[src/rtl/tspf_pkg.sv]
package tspf_pkg;

  localparam int unsigned PKT_LEN   = 188;
  localparam int unsigned POS_W     = 8;
  localparam int unsigned NUM_SLOTS = 4;
  localparam int unsigned PID_W     = 13;

  localparam logic [7:0]       SYNC_BYTE = 8'h47;
  localparam logic [POS_W-1:0] LAST_POS  = POS_W'(PKT_LEN - 1);

  typedef logic [PID_W-1:0] pid_t;

  typedef enum logic [2:0] {
    CFG_SLOT_ZERO  = 3'd0,
    CFG_SLOT_ONE   = 3'd1,
    CFG_SLOT_TWO   = 3'd2,
    CFG_SLOT_THREE = 3'd3,
    CFG_ENABLE     = 3'd4
  } cfg_reg_t;

  typedef struct packed {
    pid_t [NUM_SLOTS-1:0] slot;
    logic [NUM_SLOTS-1:0] enable;
  } filter_cfg_t;

endpackage

[src/rtl/tspf_pid_match.sv]
module tspf_pid_match (
  input  tspf_pkg::filter_cfg_t filter_cfg,
  input  tspf_pkg::pid_t        pid,
  output logic                  hit
);

  logic [tspf_pkg::NUM_SLOTS-1:0] slot_hit;

  always_comb begin
    for (int i = 0; i < tspf_pkg::NUM_SLOTS; i++) begin
      slot_hit[i] = filter_cfg.enable[i] && (filter_cfg.slot[i] == pid);
    end
  end

  // any enabled slot holding the pid keeps the packet
  assign hit = |slot_hit;

endmodule

[src/rtl/ts_packet_sync_pid_filter_core.sv]
// Transport stream PID filter: takes one stream byte per cycle, hunts for the
// 0x47 sync byte, counts 188-byte packets, decodes the header and forwards the
// payload bytes of error-free packets whose PID matches an enabled filter slot,
// with the adaptation field and pointer field stripped. A byte is taken in
// every cycle in which the output register is empty or being drained; its
// result, if any, is shown from the output register in the next cycle. The
// user must write filter slots through the cfg port while idle; not enforced.
module ts_packet_sync_pid_filter_core (
  input  logic        clk,
  input  logic        rst_n,

  input  logic        in_valid,
  output logic        in_ready,
  input  logic [7:0]  in_stream_byte,

  output logic        out_valid,
  input  logic        out_ready,
  output logic [7:0]  out_payload_byte,
  output logic [12:0] out_stream_pid,
  output logic [3:0]  out_continuity_count,
  output logic        out_section_start,
  output logic        out_packet_last,

  input  logic        cfg_valid,
  output logic        cfg_ready,
  input  logic [2:0]  cfg_index,
  input  logic [12:0] cfg_data
);

  tspf_pkg::filter_cfg_t filter_cfg_r;

  logic                       in_packet_r, in_packet_nxt;
  logic [tspf_pkg::POS_W-1:0] pos_r, pos_nxt;
  tspf_pkg::pid_t             pid_r, pid_nxt;
  logic                       error_r, error_nxt;
  logic                       start_r, start_nxt;
  logic [1:0]                 adapt_r, adapt_nxt;
  logic [3:0]                 cc_r, cc_nxt;
  logic                       accepted_r, accepted_nxt;
  logic [7:0]                 skip_r, skip_nxt;
  logic                       pointer_r, pointer_nxt;
  logic                       first_r, first_nxt;

  logic                       out_valid_r;
  logic [7:0]                 out_byte_r;
  tspf_pkg::pid_t             out_pid_r;
  logic [3:0]                 out_cc_r;
  logic                       out_start_r;
  logic                       out_last_r;

  logic                       in_fire;
  logic                       active;
  logic [tspf_pkg::POS_W-1:0] pos;
  logic                       last;
  logic                       emit;
  logic                       pid_hit;
  tspf_pkg::pid_t             pid_full;

  assign in_ready  = !out_valid_r || out_ready;
  assign in_fire   = in_valid && in_ready;
  assign cfg_ready = 1'b1;

  // while hunting, only a sync byte opens a packet at position zero
  assign active = in_packet_r || (in_stream_byte == tspf_pkg::SYNC_BYTE);
  assign pos    = in_packet_r ? pos_r : '0;
  assign last   = (pos >= tspf_pkg::LAST_POS);

  assign pid_full = {pid_r[12:8], in_stream_byte};

  tspf_pid_match u_pid_match (
    .filter_cfg (filter_cfg_r),
    .pid        (pid_full),
    .hit        (pid_hit)
  );

  always_comb begin
    in_packet_nxt = in_packet_r;
    pos_nxt       = pos_r;
    pid_nxt       = pid_r;
    error_nxt     = error_r;
    start_nxt     = start_r;
    adapt_nxt     = adapt_r;
    cc_nxt        = cc_r;
    accepted_nxt  = accepted_r;
    skip_nxt      = skip_r;
    pointer_nxt   = pointer_r;
    first_nxt     = first_r;
    emit          = 1'b0;
    if (in_fire && active) begin
      if (pos == tspf_pkg::POS_W'(0)) begin
        // sync byte
      end else if (pos == tspf_pkg::POS_W'(1)) begin
        error_nxt = in_stream_byte[7];
        start_nxt = in_stream_byte[6];
        pid_nxt   = {in_stream_byte[4:0], 8'h00};
      end else if (pos == tspf_pkg::POS_W'(2)) begin
        pid_nxt      = pid_full;
        accepted_nxt = pid_hit;
      end else if (pos == tspf_pkg::POS_W'(3)) begin
        adapt_nxt   = in_stream_byte[5:4];
        cc_nxt      = in_stream_byte[3:0];
        pointer_nxt = start_r;
        first_nxt   = 1'b0;
        skip_nxt    = '0;
      end else if (!error_r && accepted_r && adapt_r[0]) begin
        if (pos == tspf_pkg::POS_W'(4) && adapt_r[1]) begin
          skip_nxt = in_stream_byte;
        end else if (skip_r != '0) begin
          skip_nxt = skip_r - 8'd1;
        end else if (pointer_r) begin
          skip_nxt    = in_stream_byte;
          pointer_nxt = 1'b0;
          first_nxt   = 1'b1;
        end else begin
          emit      = 1'b1;
          first_nxt = 1'b0;
        end
      end
      if (last) begin
        in_packet_nxt = 1'b0;
        pos_nxt       = '0;
      end else begin
        in_packet_nxt = 1'b1;
        pos_nxt       = pos + 1'b1;
      end
    end
  end

  always_ff @(posedge clk) begin
    if (!rst_n) begin
      for (int i = 0; i < tspf_pkg::NUM_SLOTS; i++) begin
        filter_cfg_r.slot[i] <= '1;
      end
      filter_cfg_r.enable <= '0;
    end else if (cfg_valid && cfg_ready) begin
      case (cfg_index)
        tspf_pkg::CFG_SLOT_ZERO:  filter_cfg_r.slot[0] <= cfg_data;
        tspf_pkg::CFG_SLOT_ONE:   filter_cfg_r.slot[1] <= cfg_data;
        tspf_pkg::CFG_SLOT_TWO:   filter_cfg_r.slot[2] <= cfg_data;
        tspf_pkg::CFG_SLOT_THREE: filter_cfg_r.slot[3] <= cfg_data;
        tspf_pkg::CFG_ENABLE:     filter_cfg_r.enable  <= cfg_data[3:0];
        default: ;
      endcase
    end
  end

  always_ff @(posedge clk) begin
    if (!rst_n) begin
      in_packet_r <= 1'b0;
      pos_r       <= '0;
      pid_r       <= '0;
      error_r     <= 1'b0;
      start_r     <= 1'b0;
      adapt_r     <= '0;
      cc_r        <= '0;
      accepted_r  <= 1'b0;
      skip_r      <= '0;
      pointer_r   <= 1'b0;
      first_r     <= 1'b0;
    end else begin
      in_packet_r <= in_packet_nxt;
      pos_r       <= pos_nxt;
      pid_r       <= pid_nxt;
      error_r     <= error_nxt;
      start_r     <= start_nxt;
      adapt_r     <= adapt_nxt;
      cc_r        <= cc_nxt;
      accepted_r  <= accepted_nxt;
      skip_r      <= skip_nxt;
      pointer_r   <= pointer_nxt;
      first_r     <= first_nxt;
    end
  end

  // output register, refilled whenever it is empty or drained this cycle
  always_ff @(posedge clk) begin
    if (!rst_n) begin
      out_valid_r <= 1'b0;
    end else if (in_ready) begin
      out_valid_r <= emit;
    end
  end

  always_ff @(posedge clk) begin
    if (emit) begin
      out_byte_r  <= in_stream_byte;
      out_pid_r   <= pid_r;
      out_cc_r    <= cc_r;
      out_start_r <= first_r;
      out_last_r  <= last;
    end
  end

  assign out_valid            = out_valid_r;
  assign out_payload_byte     = out_byte_r;
  assign out_stream_pid       = out_pid_r;
  assign out_continuity_count = out_cc_r;
  assign out_section_start    = out_start_r;
  assign out_packet_last      = out_last_r;

`ifndef NO_ASSERTIONS
  a_pos_bound: assert property (@(posedge clk) disable iff (!rst_n)
    in_packet_r |-> (pos_r <= tspf_pkg::LAST_POS))
    else $error("packet position beyond packet length");

  a_hunt_pos: assert property (@(posedge clk) disable iff (!rst_n)
    !in_packet_r |-> (pos_r == '0))
    else $error("position not cleared while hunting");

  a_last_hunts: assert property (@(posedge clk) disable iff (!rst_n)
    (in_fire && active && last) |=> !in_packet_r)
    else $error("final packet byte did not return to hunting");

  a_emit_shown: assert property (@(posedge clk) disable iff (!rst_n)
    emit |=> out_valid_r)
    else $error("payload byte lost on its way to the output register");
`endif

endmodule
[config.mk]
export PLATFORM = sky130hd
export DESIGN_NAME = ts_packet_sync_pid_filter_core
export DESIGN_NICKNAME = d
export VERILOG_FILES = /design/src/rtl/tspf_pkg.sv /design/src/rtl/tspf_pid_match.sv /design/src/rtl/ts_packet_sync_pid_filter_core.sv
export SDC_FILE = /design/constraint.sdc
export NUM_CORES = 1
export LEC_CHECK = 0
export ABC_CLOCK_PERIOD_IN_PS = 7000
export BUFFER_PORTS_ARGS = -buffer_cell sky130_fd_sc_hd__buf_2
export CAP_MARGIN = 40
export CORE_MARGIN = 2
export CORE_UTILIZATION = 45
export DETAILED_ROUTE_END_ITERATION = 6
export PLACE_DENSITY_LB_ADDON = 0.15
export SLEW_MARGIN = 10
export SYNTH_ARGS = -nofsm -noshare
export SYNTH_HDL_FRONTEND = slang
export SYNTH_SLANG_ARGS = --single-unit
[constraint.sdc]
create_clock -name clk -period 7 [get_ports clk]
set_clock_uncertainty 0.2 [all_clocks]
set_input_delay 0.35 -clock clk [delete_from_list [all_inputs] [get_ports clk]]
set_output_delay 0.35 -clock clk [all_outputs]
set_load 0.01 [all_outputs]
Word level (Yosys, flattened, before mapping)
Cells that the tools add are included.
{"block": "word_totals", "register_bits": 125, "input_bits": 29, "out_inout_bits": 30}
{"block": "op_classes", "n_addsub": 2, "magnitude_cmp": 1, "eq_ne": 15, "muxes": 28, "bitwise": 3, "reduce_logical": 31}
{"operator": "$mux 8", "n": 8}
{"operator": "$eq 13x13->1", "n": 4}
{"operator": "$mux 1", "n": 19}
{"operator": "$eq 8x2->1 const B", "n": 2}
{"operator": "$mux 13", "n": 1}
{"operator": "$reduce_and 2->1", "n": 5}
{"operator": "$logic_and 1x1->1", "n": 9}
{"operator": "$add 8x1->8 const B", "n": 1}
{"operator": "$eq 8x1->1 const B", "n": 1}
{"operator": "$eq 8x3->1 const B", "n": 1}
{"operator": "$eq 8x7->1 const B", "n": 1}
{"operator": "$ge 8x8->1 const B", "n": 1}
{"operator": "$logic_not 8->1", "n": 1}
{"operator": "$reduce_bool 8->1", "n": 1}
{"operator": "$sub 8x1->8 const B", "n": 1}
{"operator": "$reduce_and 7->1", "n": 1}
{"operator": "$eq 3x2->1 const B", "n": 2}
{"operator": "$reduce_and 3->1", "n": 2}
{"operator": "$reduce_and 6->1", "n": 1}
{"operator": "$reduce_and 5->1", "n": 1}
{"operator": "$ne 2x2->1 const B", "n": 2}
{"operator": "$reduce_and 4->1", "n": 1}
{"operator": "$reduce_bool 2->1", "n": 2}
{"operator": "$reduce_bool 4->1", "n": 1}
{"operator": "7 further kinds", "n": 11}

Logic depth before layout (Yosys ltp)
{"block": "depth", "depth_word": 10, "depth_mapped": 10, "ltp_nobuf": 9}

Cells and area by module
A second synthesis with hierarchy kept.
{"block": "unflattened", "hier_cells": 614, "hier_area_um2": 5689.2}
{"mod": "ts_packet_sync_pid_filter_core", "instances": 1, "cells_per_inst": 528, "area_each_um2": 5002.3, "seq_area_each_um2": 2772.7}
{"mod": "tspf_pid_match", "instances": 1, "cells_per_inst": 86, "area_each_um2": 686.9, "seq_area_each_um2": 0.0}

Worst setup path after synthesis
Ideal clock, no wire load.
{"block": "synth_path", "kind": "reg2reg", "start": "register in_packet_r", "end": "register out_cc_r[0], in the netlist out_continuity_count[0], enable pin", "setup_ns": 0.382, "t_arrival_ns": 2.391, "t_required_ns": 6.418, "path_slack_ns": 4.027, "path_stages_with_launch": 9, "n_path_buf": 1, "cell_sequence": "dfxtp_1 clkbuf_1 nand2_1 ha_1 nor3_1 o41ai_1 a21oi_1 nand3_1 inv_1"}
{"block": "synth_via", "elab_chain_len": 10, "elab_cells_between_ends": 16}
{"element": "start: declaration", "line_no": "ts_packet_sync_pid_filter_core.sv:32", "rtl": "logic in_packet_r, in_packet_nxt;"}
{"element": "start signal: assignment", "line_no": "ts_packet_sync_pid_filter_core.sv:161", "rtl": "in_packet_r <= in_packet_nxt;"}
{"element": "$mux 8", "line_no": "ts_packet_sync_pid_filter_core.sv:65", "rtl": "assign pos = in_packet_r ? pos_r : '0;"}
{"element": "$eq 8x3->1", "line_no": "ts_packet_sync_pid_filter_core.sv:106", "rtl": "if (pos == tspf_pkg::POS_W'(4) && adapt_r[1]) begin"}
{"element": "$logic_and 1x1->1", "line_no": "ts_packet_sync_pid_filter_core.sv:106"}
{"element": "$mux 1", "line_no": "ts_packet_sync_pid_filter_core.sv:106"}
{"element": "$mux 1", "line_no": "ts_packet_sync_pid_filter_core.sv:105", "rtl": "end else if (!error_r && accepted_r && adapt_r[0]) begin"}
{"element": "$mux 1", "line_no": "ts_packet_sync_pid_filter_core.sv:99", "rtl": "end else if (pos == tspf_pkg::POS_W'(3)) begin"}
{"element": "$mux 1", "line_no": "ts_packet_sync_pid_filter_core.sv:96", "rtl": "end else if (pos == tspf_pkg::POS_W'(2)) begin"}
{"element": "$mux 1", "line_no": "ts_packet_sync_pid_filter_core.sv:92", "rtl": "end else if (pos == tspf_pkg::POS_W'(1)) begin"}
{"element": "$mux 1", "line_no": "ts_packet_sync_pid_filter_core.sv:90", "rtl": "if (pos == tspf_pkg::POS_W'(0)) begin"}
{"element": "$mux 1 *", "line_no": "ts_packet_sync_pid_filter_core.sv:89", "rtl": "if (in_fire && active) begin"}
{"element": "via emit", "line_no": "ts_packet_sync_pid_filter_core.sv:55", "rtl": "logic emit;"}
{"element": "end signal: assignment", "line_no": "ts_packet_sync_pid_filter_core.sv:188", "rtl": "out_cc_r <= cc_r;"}
{"element": "end: declaration", "line_no": "ts_packet_sync_pid_filter_core.sv:47", "rtl": "logic [3:0] out_cc_r;"}
The timed path passes the listed nets; every way through them passes the cells marked *.
A chain may end at the register's enable or synchronous reset.

Final worst setup path
{"block": "layout_path", "start": "register in_packet_r", "end": "register skip_r[4]"}
{"block": "layout_via", "elab_chain_len": 6, "elab_cells_between_ends": 18}
{"element": "$mux 8", "line_no": "ts_packet_sync_pid_filter_core.sv:65"}
{"element": "$eq 8x3->1", "line_no": "ts_packet_sync_pid_filter_core.sv:106"}
{"element": "$logic_and 1x1->1", "line_no": "ts_packet_sync_pid_filter_core.sv:106"}
{"element": "$mux 8", "line_no": "ts_packet_sync_pid_filter_core.sv:106"}
{"element": "$mux 8", "line_no": "ts_packet_sync_pid_filter_core.sv:105"}
{"element": "$mux 8", "line_no": "ts_packet_sync_pid_filter_core.sv:99"}
{"element": "end signal: assignment", "line_no": "ts_packet_sync_pid_filter_core.sv:169", "rtl": "skip_r <= skip_nxt;"}
{"element": "end: declaration", "line_no": "ts_packet_sync_pid_filter_core.sv:40", "rtl": "logic [7:0] skip_r, skip_nxt;"}
Parallel ways exist; a longest one is shown, timed or not. The select of a mux whose other input is x is not followed.

==> results.md <==
* Max-cap violation count at 0
* PortBufs at 57
* Synth Flop Type: dfxtp_1
* CTS sink count at 125
* P&R area growth vs syn at 18.38%
* Vias in the first global route at 4219
* Max Slew Vio Count at 0
* Sequential share of the synthesized area at 0.5028
* Maximum vdd drop at 0.1734 mV
* Die height at 114.7 um
* Post-route insts no fill at 823
* Total grt overflow at 0
* Fin. Hold Viols at 0
* All-Layer GR Usage at 0.2232
* Root buf cell: clkbuf_16
* Largest net degree at the start of global routing at 47
* Pre-Repair DR Iteration Count at 5
* Via density at 5.538
* Mapped Nets at 652
* Placed instance area at 5898 um2
* Vias at 4558
* DR iter-0 viols at 496
* Max frequency at 302.6 MHz
* Final setup violating endpoints at 0
* Reg2Reg Depth at 9
* Synth Instances at 617
* Mapped cell area at 5514 um2
* P per Cell Area at 263.1 nW/um2
* Worst-path clk slew at 0.05 ns
* Setup crit end kind: flop
* Antenna-violating nets left at 0
* Worst path required time at 7.10 ns
* WHS Path Cells at 3
* DP HPWL at 9.577 mm
* Final wirelength at 14.11 mm
* Most frequent cells in the layout: nand2_1 (129), dfxtp_1 (98), nand3_1 (66), buf_2 (57), nor2_1 (47)
* RSZ-0062 raised after global routing: no
* Total power at 1717 uW
* Layout cells sized above 1 at 0.1479
* CTS-repair resized insts at 0
* Core Box Area at 11960 um2
* Placer Congestion at 0.8167
* Antenna diodes at 0
* Period utilization at 0.4721
* Syn Area/Cell at 8.937 um2
* Final min period at 3.305 ns
* HP Class: input pin to flop
* Number of remaining DRC errors at 0
* Pre-CTS WS at 3.774 ns
* Netlist cell types at 54
* # rows at 40
* FILL cells at 1087
* H-tree levels at 4
* Skew-Pair Late Insertion Delay at 0.42 ns
* Setup WS post-layout at 3.696 ns
* Final Net Count at 698
* Max incr delay on CP at 0.62 ns
* CP max stage cell: dfxtp_1
* Die X at 114.7 um
* TritonCTS buffer count at 17
* Die area at 13150 um2
* Slew headroom at 0.5255
* Crit Path Category: flop to flop
* TNS Setup at 0 ns
* Syn. warnings at 0
* Starting density of the core at 0.4610
* Outcome: finished, final reports clean
* Io pins at 59
* Least-Margin Pin Slew at 0.7085 ns
* Ordered list of cells on the worst path: nand2_1, inv_1, ha_1, or3b_2, o21ai_0, nor3_1, nand3_1, nor2_1, a221o_1
* First-pass GRT wire length at 22.18 mm
* Commonest non-fill, non-tap cell in the layout: nand2_1
* EDFF count, synth at 27
* #FFs+latches synth at 125
* Clk buf depth at 2
* Leakage Power at 0.002783 uW
* Share of flip-flops with an asynchronous set or reset at 0
* Delay-heaviest family, CP: simple AND/OR/NAND/NOR gates
* Crit path buf inv count at 1
* Post-layout instance area at 6528 um2
* Initial antenna violation count at 0
* CTS tree: yes
* Worst EP arrival at 3.40 ns
* Critical Path Fanout Max at 16
* Crit path depth at 9
* CP Launch Type: flop
* Wire per inst at 17.14 um
* Placed insts at 787
[timing repair]
item,4_1_cts,5_1_grt
hold endpoints to repair,11,0
buffers inserted,0,0
hold buffers,4,0
[power by group]
| part | leakage (uW) | internal, uW | switching, uW |
|---|---|---|---|
| Clock | 0.000288 | 576 | 305 |
| Sequential | 0.00106 | 746 | 7.67 |
| Combinational | 0.00143 | 31.0 | 52.3 |
[synthesized netlist by cell type, drive strengths merged, types with 2 or more instances]
master  instances  area, um2
inv             9      33.78
a221o           4      40.04
xnor2          36      315.3
nor2           47      176.4
nand2b          4      25.02
nand2         130      490.5
a211o           3      26.28
edfxtp         27      810.8
and2            2      12.51
nand4          13      81.33
xor2           16      140.1
or2             4      25.02
nand3b          3      22.52
buf             7      42.54
o21a            2      15.01
a41oi           2      17.52
nand3          67      340.3
and3            4      25.02
or3             3      18.77
dfxtp          98       1962
a31oi           4      25.02
nor2b           3      18.77
ha              6      75.07
clkbuf         32      120.1
a21oi          19      95.09
a22oi          10      75.07
a211oi          2      27.53
mux2i          17      170.2
a21boi          2      15.01
o21ai          11      58.80
nor3           10      50.05
nor4            5      31.28
nor4b           2      17.52
[worst reg2reg max path, cell delays in order, from the launching register on]
cell and delay (ns):
dfxtp_1 0.62, nand2_1 0.20, inv_1 0.15, ha_1 0.30, or3b_2 0.51, o21ai_0 0.31
nor3_1 0.08, nand3_1 0.32, nor2_1 0.16, a221o_1 0.32
[final cells by class]
cell class | count | area [um2] | share of cell area
Clock inverter | 8 | 117.6 | 0.01802
Sequential cell | 125 | 2773 | 0.4248
Multi-Input combinational cell | 444 | 2545 | 0.3899
Inverter | 9 | 33.78 | 0.005175
Clock buffer | 24 | 471.7 | 0.07226
Timing Repair Buffer | 66 | 402.9 | 0.06172
Tap cell | 147 | 183.9 | 0.02818
[cells by family (layout without fill, tap and decap cells)]
kind of cell / after synthesis / after routing / synth area share
AND/OR/NAND/NOR: 303 / 303 / 0.2530
flip-flops: 125 / 125 / 0.5028
AO/OA/AOI/OAI: 65 / 65 / 0.08078
XOR/XNOR: 52 / 52 / 0.08259
buffers and inverters: 48 / 107 / 0.03563
multiplexers: 17 / 17 / 0.03086
adder cells (fa/ha/maj): 6 / 6 / 0.01361
other: 1 / 1 / 0.0006801
[sequential cells by signal, summed over array words and instances, names as in the netlist]
signal / flops
cc_r: 4
adapt_r: 2
accepted_r: 1
first_r: 1
pointer_r: 1
pid_r: 13
pos_r: 8
error_r: 1
filter_cfg_r: 56
out_valid: 1
out_continuity_count: 4
out_stream_pid: 13
start_r: 1
out_payload_byte: 8
out_section_start: 1
skip_r: 8
out_packet_last: 1
in_packet_r: 1
[through the flow]
step / hold WS, ns / utilization
final: 0.01510 / 0.5457
after global routing: 0.02315 / 0.5457
after CTS: 0.005503 / 0.5457
after global placement: 0.2123 / 0.4872
after detailed placement: 0.2170 / 0.4931
after floorplan: 0.2064 / -
[worst paths after layout]
| path | slack [ns] | end | startpoint |
|---|---|---|---|
| worst min register to register | 0.23 | out_continuity_count[1]$_DFFE_PP_ | cc_r[1]$_SDFFE_PN0P_ |
| worst max register to register | 3.70 | skip_r[4]$_SDFFE_PN0P_ | in_packet_r$_SDFFE_PN0P_ |
| worst max-delay path | 3.70 | skip_r[4]$_SDFFE_PN0P_ | in_packet_r$_SDFFE_PN0P_ |
| worst min-delay path | 0.02 | filter_cfg_r[55]$_SDFFE_PN1P_ | cfg_data[12] |
[layer usage]
layer	global-route usage	wire, um	vias up
met5	0	0	-
met4	0.06747	192	0
met3	0.05294	765	16
met2	0.3621	6475	147
met1	0.2973	6676	2183
li1	-	-	2212
Note: power is estimated with default switching activity, not from simulation.
